--- src/rtl/hetl_pkg.sv ---
package hetl_pkg;

    typedef enum logic [1:0] {
        OP_ADD   = 2'd0,
        OP_QUERY = 2'd1,
        OP_CLEAR = 2'd2,
        OP_NOP   = 2'd3
    } t_op;

    typedef enum logic [1:0] {
        ST_OK       = 2'd0,
        ST_FULL     = 2'd1,
        ST_NOT_LOAD = 2'd2
    } t_status;

    localparam logic [31:0] HASH_MUL_A = 32'h9E3779B1;
    localparam logic [31:0] HASH_MUL_B = 32'h85EBCA77;
    localparam int DUP_MAX = 1023;

    typedef enum logic [3:0] {
        S_IDLE,
        S_HASH_MUL,
        S_HASH_SUM,
        S_PROBE_RD,
        S_PROBE_WAIT,
        S_PROBE_CHK,
        S_NEXT_EDGE,
        S_Q_RD,
        S_Q_WAIT,
        S_Q_SETUP,
        S_CLEAR,
        S_DONE,
        S_INIT
    } t_state;

endpackage

--- src/rtl/hetl_if.sv ---
interface hetl_req_if #(parameter int VB = 16);
    logic          valid;
    logic          ready;
    logic [1:0]    op;
    logic [VB-1:0] vert_a;
    logic [VB-1:0] vert_b;
    logic [VB-1:0] vert_c;
    logic [9:0]    query_index;
    modport source(output valid, op, vert_a, vert_b, vert_c, query_index, input ready);
    modport sink(input valid, op, vert_a, vert_b, vert_c, query_index, output ready);
endinterface


--- src/rtl/hetl_front.sv ---
module hetl_front #(
    parameter int VB = 16
) (
    input  logic            i_clk,
    input  logic            i_rst_n,
    hetl_req_if.sink        i_req,
    output logic            o_valid,
    input  logic            i_pop,
    output logic [1:0]      o_op,
    output logic [VB-1:0]   o_va,
    output logic [VB-1:0]   o_vb,
    output logic [VB-1:0]   o_vc,
    output logic [9:0]      o_qidx
);
    import hetl_pkg::*;

    localparam int W = 2 + 3 * VB + 10;

    logic [W-1:0] r_q [2];
    logic         r_wp, r_rp;
    logic [1:0]   r_cnt;
    logic         push;

    assign i_req.ready = (r_cnt != 2'd2);
    assign push = i_req.valid && i_req.ready;
    assign o_valid = (r_cnt != 2'd0);
    assign {o_op, o_va, o_vb, o_vc, o_qidx} = r_q[r_rp];

    always_ff @(posedge i_clk) begin
        if (push) begin
            r_q[r_wp] <= {i_req.op, i_req.vert_a, i_req.vert_b, i_req.vert_c,
                          i_req.query_index};
        end
        if (!i_rst_n) begin
            r_wp  <= 1'b0;
            r_rp  <= 1'b0;
            r_cnt <= 2'd0;
        end else begin
            if (push) r_wp <= ~r_wp;
            if (i_pop) r_rp <= ~r_rp;
            r_cnt <= r_cnt + 2'(push) - 2'(i_pop);
        end
    end
endmodule

--- src/flat_wrapper.sv ---
// flat-port wrapper written by rule: the top's interface ports become plain ports
module hetl_front_flat import hetl_pkg::*;
#(
    parameter int VB = 16
)
  (i_clk, i_rst_n, o_valid, i_pop, o_op, o_va, o_vb, o_vc, o_qidx, i_req_valid, i_req_op, i_req_vert_a, i_req_vert_b, i_req_vert_c, i_req_query_index, i_req_ready);
  hetl_req_if #(.VB(VB)) i_req_i ();
  input  logic i_clk;
  input  logic i_rst_n;
  output logic o_valid;
  input  logic i_pop;
  output logic [1:0] o_op;
  output logic [VB-1:0] o_va;
  output logic [VB-1:0] o_vb;
  output logic [VB-1:0] o_vc;
  output logic [9:0] o_qidx;
  input wire logic [$bits(i_req_i.valid)-1:0] i_req_valid;
  input wire logic [$bits(i_req_i.op)-1:0] i_req_op;
  input wire logic [$bits(i_req_i.vert_a)-1:0] i_req_vert_a;
  input wire logic [$bits(i_req_i.vert_b)-1:0] i_req_vert_b;
  input wire logic [$bits(i_req_i.vert_c)-1:0] i_req_vert_c;
  input wire logic [$bits(i_req_i.query_index)-1:0] i_req_query_index;
  output wire logic [$bits(i_req_i.ready)-1:0] i_req_ready;
  assign i_req_i.valid = i_req_valid;
  assign i_req_i.op = i_req_op;
  assign i_req_i.vert_a = i_req_vert_a;
  assign i_req_i.vert_b = i_req_vert_b;
  assign i_req_i.vert_c = i_req_vert_c;
  assign i_req_i.query_index = i_req_query_index;
  assign i_req_ready = i_req_i.ready;
  hetl_front #(.VB(VB)) u_core (.i_clk(i_clk), .i_rst_n(i_rst_n), .i_req(i_req_i), .o_valid(o_valid), .i_pop(i_pop), .o_op(o_op), .o_va(o_va), .o_vb(o_vb), .o_vc(o_vc), .o_qidx(o_qidx));
endmodule
--- config.mk ---
export PLATFORM = sky130hd
export DESIGN_NAME = hetl_front_flat
export DESIGN_NICKNAME = d
export VERILOG_FILES = /design/src/rtl/hetl_pkg.sv /design/src/rtl/hetl_if.sv /design/src/rtl/hetl_front.sv /design/src/flat_wrapper.sv
export SDC_FILE = /design/constraint.sdc
export NUM_CORES = 1
export LEC_CHECK = 0
export BUFFER_PORTS_ARGS = -buffer_cell sky130_fd_sc_hd__buf_4
export CORE_AREA = 4 4 99 101
export CTS_CLUSTER_DIAMETER = 150
export DETAILED_ROUTE_END_ITERATION = 10
export DIE_AREA = 0 0 103 105
export PLACE_DENSITY = 0.92
export SETUP_SLACK_MARGIN = 0.15
export SYNTH_ARGS = -nofsm -noshare
export SYNTH_HDL_FRONTEND = slang
export SYNTH_SLANG_ARGS = --single-unit
--- constraint.sdc ---
create_clock -name i_clk -period 6.1 [get_ports i_clk]
set_input_delay 0 -clock i_clk [delete_from_list [all_inputs] [get_ports i_clk]]
set_output_delay 0 -clock i_clk [all_outputs]
set_load 0.005 [all_outputs]
# Word-level counts from Yosys, hierarchy flattened
# Memories as Yosys holds them, arrays and structs flattened. A register that Yosys moved wholly into a read port is not among the register bits.
# Index checks and enable logic that the tools add are counted.
totals:
  ff_bits: 4
  latch_bits: 0
  ramBits: 120
  romBits: 0
  out_inout_bits: 62
  word_cells: 15
  memories: 1
op_classes:
  n_addsub: 2
  mul: 0
  div: 0
  magnitude_cmp: 0
  eq_ne: 1
  shift: 0
  muxes: 4
  bitwise_logic: 2
  reduce_logical: 2
mem_list:
  columns: ["memory", "words", "width", "rd", "rd_clocked_by_memory_dff", "wr", "line", "source"]
  rows:
  - ["u_core.r_q", 2, 60, 1, 1, 1, "hetl_front.sv:19", "logic [W-1:0] r_q [2];"]
ops:
  columns: ["cell", "count"]
  rows:
  - ["$mux 1", 4]
  - ["$add 2x1->2", 1]
  - ["$ne 2x2->1 const B", 1]
  - ["$not 1->1", 2]
  - ["$reduce_bool 2->1", 1]
  - ["$sub 2x1->2", 1]
  - ["$logic_and 1x1->1", 1]

# Logic depth before layout (Yosys ltp)
depth:
  word_depth: 4
  mapped_depth: 5
  depth_no_buf: 5

# Least setup slack after synthesis
# Ideal clock, no wire load.
synth_timing:
  path_type: "register to register"
  from: "register u_core.r_cnt[0]"
  to: "memory u_core.r_q[1][0] (netlist bit) (enable)"
  arrival_time_ps: 1964
  t_required_ps: 5676
  setup_slack_ps: 3712
  stages_incl_launch_ff: 3
  path_buffers: 0
  cell_sequence: "dfxtp_1 > nand2b_4 > and3_1"
synth_between:
  elab_chain_len: 4
synth_lines:
  columns: ["element", "line", "source"]
  rows:
  - ["start, declared", "hetl_front.sv:21", "logic [1:0] r_cnt;"]
  - ["start signal, assigned", "hetl_front.sv:41", "r_cnt <= r_cnt + 2'(push) - 2'(i_pop);"]
  - ["$ne 2x2->1", "hetl_front.sv:24", "assign i_req.ready = (r_cnt != 2'd2);"]
  - ["net i_req_ready", "flat_wrapper.sv:23", "output wire logic [$bits(i_req_i.ready)-1:0] i_req_ready;"]
  - ["$logic_and 1x1->1", "hetl_front.sv:25", "assign push = i_req.valid && i_req.ready;"]
  - ["$mux 1", "hetl_front.sv:30", "if (push) begin"]
  - ["$mux 1 (not written as such)", "hetl_front.sv:31", "r_q[r_wp] <= {i_req.op, i_req.vert_a, i_req.vert_b, i_req.vert_c,"]
  - ["end, declared", "hetl_front.sv:19", null]
# The timed path passes the listed nets, and every way through them passes these cells.

==> impl.org <==
** Outcome
- Outcome :: finished, final reports clean

** CTS
- Gates resized during post-CTS repair numbered 0.
- TritonCTS built the clock tree.
- Root buffer cell :: sky130_fd_sc_hd__clkbuf_8
- Clock sinks :: around 130
- The clock passes through at most 2 buffers.
- The H-tree was split into 4 levels.
- Number of clock buffers inserted by TritonCTS :: 17
- The later pin in the worst-skew pair is clocked with a latency of about 0.50 ns.
- Clock-pin slew was measured on the worst setup and hold paths at roughly 0.060 ns.

** Floorplanning
- The floorplan step defined a core boundary enclosing approximately 0.0090 sq mm.
- I/O Pins :: approximately 130
- Initial core utilization :: 0.5419
- From left edge to right edge, the die measures ~100 um.
- The floorplan step defined a die boundary enclosing between 0.01 and 0.015 sq mm.
- Y dimension of the die :: about 110 um
- Number of placement rows :: 35

** Logic synthesis
- sky130_fd_sc_hd__edfxtp_1 takes more of the synthesized area than any other cell.
- Leading cell types by total area after synthesis :: sky130_fd_sc_hd__edfxtp_1 74%, sky130_fd_sc_hd__mux2_4 18%, sky130_fd_sc_hd__buf_12 2.5%
- The share of synthesized area in the top cell type comes to 0.7371.
- The synthesized netlist occupies a cell area of 0.004888 sq mm.
- Number of standard cells after synthesis :: between 200 and 250
- Number of nets produced by synthesis :: roughly 280
- Synthesized area divided by synthesized cell count :: 22.95 sq um
- Fraction of the yosys area taken by sequential cells :: 0.7576
- Synth cell types :: 21
- Synth Register Bits :: between 100 and 150
- Yosys synthesis warning count :: 0

** Final layout
- Fin area :: roughly 0.007 sq mm
- Share of layout cells above drive strength 1 :: 0.5221
- The finished layout holds 540 standard cells, fillers aside.
- Number of antenna cells inserted :: 0
- Leaving out fill and tap cells, the most frequent cell in the layout is sky130_fd_sc_hd__buf_4.
- Synth-to-Final Area Change :: 43.87%
- The net count of the finished layout is 481.
- Most frequent cells in the layout :: 127 x sky130_fd_sc_hd__buf_4, 120 x sky130_fd_sc_hd__edfxtp_1, 64 x sky130_fd_sc_hd__dlygate4sd3_1
- Measured on the finished design, the core utilization comes to 0.7796.

** Min path
- Min-Delay Startpoint :: i_req_vert_c[3]
- The worst hold path belongs to the class in2reg.

** Placed design
- GP Congestion :: roughly 0.64
- Post-DP HPWL :: ~5200 um
- Worst slack at placement :: 4.347 ns
- Post-detailed-placement cell area :: 0.005854 sq mm
- Number of input and output port buffers inserted :: about 130
- After detailed placement, the design holds a cell count of between 400 and 500.

** Drt
- Total number of vias :: around 2,700
- The detailed router used layers up to and including met4.
- Number of violations reported at the end of detailed-routing iteration 0 :: ~110
- Once detail routing completed, the nets flagged for antenna violations numbered 0.
- The routed design has about 9500 um of wire.
- WL met2 :: between 5000 and 6000 um
- Dividing the detail-routed wire length by the instance count gives 17.62 um.
- Detailed-router iteration count before antenna repair :: 4
- Wire segments on met3 add up to roughly 610 um in the final route.
- Wire length the detailed router placed on met1 :: approximately 3700 um
- DRC errors left :: 0
- After detailed routing, the number of vias per cell comes to slightly below 5.

** Power and ir drop
- Power Total :: roughly 2.3 mW
- Maximum ir drop on the vdd rail :: about 0.00023 V
- In this run the power density over the cells is 322.4 mW/mm^2.
- Leak Pwr :: between 2 and 3 nW

** Critical path
- For the worst setup path, the data arrival time is between 2 and 2.5 ns.
- The worst setup path is of the reg2out kind.
- Worst flop-to-flop path startpoint :: u_core.r_cnt[0]
- The worst setup path is launched from a flip-flop.
- Critical path endpoint category :: output pin
- For the worst setup path, the data required time is 6.10 ns.
- Biggest fanout along the worst timing path :: 60

** Flow run
- The tool flagged a number of max-cap violations equal to 0.

** Timing
- The number of max-slew violations in the final report was 0.
- Total Neg Setup Slack :: 0 ns
- Unrepaired setup endpoints after global routing :: false
- Dividing the final minimum period by the clock period gives 0.3512.
- Time the final worst path needs with I/O delays and setup :: 2.142 ns
- Final worst-path setup slack :: approximately 4.0 ns
- Max Clock Freq :: roughly 470 MHz
- Maximum clock skew at final layout :: roughly 0.0073 ns
- In this run the tightest slew margin relative to its limit is 0.2494.
- Worst slew pin tran :: around 1.1 ns
- Setup Viol. Count Final :: 0
- Hold Vio Cnt, Final :: 0
- Min Hold Slack :: 0.2278 ns

** Global routing
- First-pass GRT wire length :: between 10,000 and 15,000 um
- The initial antenna violation count came to 0.
- Largest net degree at the start of global routing :: 61
- Overflow left after global routing :: 0
- The via count of the first global-routing pass is around 2,900.
- Across every metal layer, demand over resource in global routing totals 0.1806.
[kinds of logic after synthesis]
kind of cell | count (synthesis) | synth area share
flip-flops | 125 | 0.7576
multiplexers | 62 | 0.1884
AND/OR/NAND/NOR | 11 | 0.01510
buffers and inverters | 9 | 0.02841
AO/OA/AOI/OAI | 4 | 0.006143
XOR/XNOR | 1 | 0.001792
adder cells (fa/ha/maj) | 1 | 0.002559
[worst max-delay path: stages (launching register included)]
cell and delay [ns]:
sky130_fd_sc_hd__dfxtp_4 1.07, sky130_fd_sc_hd__mux2_4 0.37, sky130_fd_sc_hd__buf_4 0.14
[area by class of cell]
type,instances,area [sq um]
Clock buffer,17,414.1
Clock inverter,15,123.9
Fill cell,473,1988
Inverter,2,7.507
Multi-Input combinational cell,79,1047
Sequential cell,125,3707
Tap cell,111,138.9
Timing Repair Buffer,191,1594
[power by group]
part           leakage (nW)  internal [mW]  switching, mW
logic                  1.41          0.208          0.110
clock network         0.246          0.536          0.353
registers              1.16           1.02         0.0406
[state kept, by name, summed over array words and instances (netlist names), named ones only]
register	count
u_core.r_cnt	2
u_core.r_q	120
u_core.r_wp	1
u_core.r_rp	1
[path summary, 6_finish.rpt]
path / to / slack (ns) / depth (start not counted)
max: o_vb[14] / 3.96 / 2
min reg2reg: flip-flop / 0.57 / 2
max reg2reg: u_core.r_q[0][20] / 4.29 / 4
min: u_core.r_q[0][13] / 0.23 / 2
[cell usage after synthesis, drive strengths merged]
| master | n |
|---|---|
| a21bo | 1 |
| a21boi | 1 |
| a21oi | 1 |
| and2 | 2 |
| and2b | 1 |
| and3 | 2 |
| buf | 7 |
| dfxtp | 5 |
| edfxtp | 120 |
| ha | 1 |
| inv | 2 |
| mux2 | 60 |
| mux2i | 2 |
| nand2 | 2 |
| nand2b | 2 |
| nand3b | 1 |
| o21a | 1 |
| or2 | 1 |
| xor2 | 1 |
[layer usage]
layer,vias to the layer above,track usage
li1,1245,-
met1,1310,0.2120
met2,107,0.3162
met3,10,0.05274
met4,0,0.05273
met5,-,0
[timing repair]
item,in CTS,in global routing
setup buffers,0,0
endpoints found under the hold margin,125,0
hold buffers,64,0
Power figures use the tool's default switching activity.
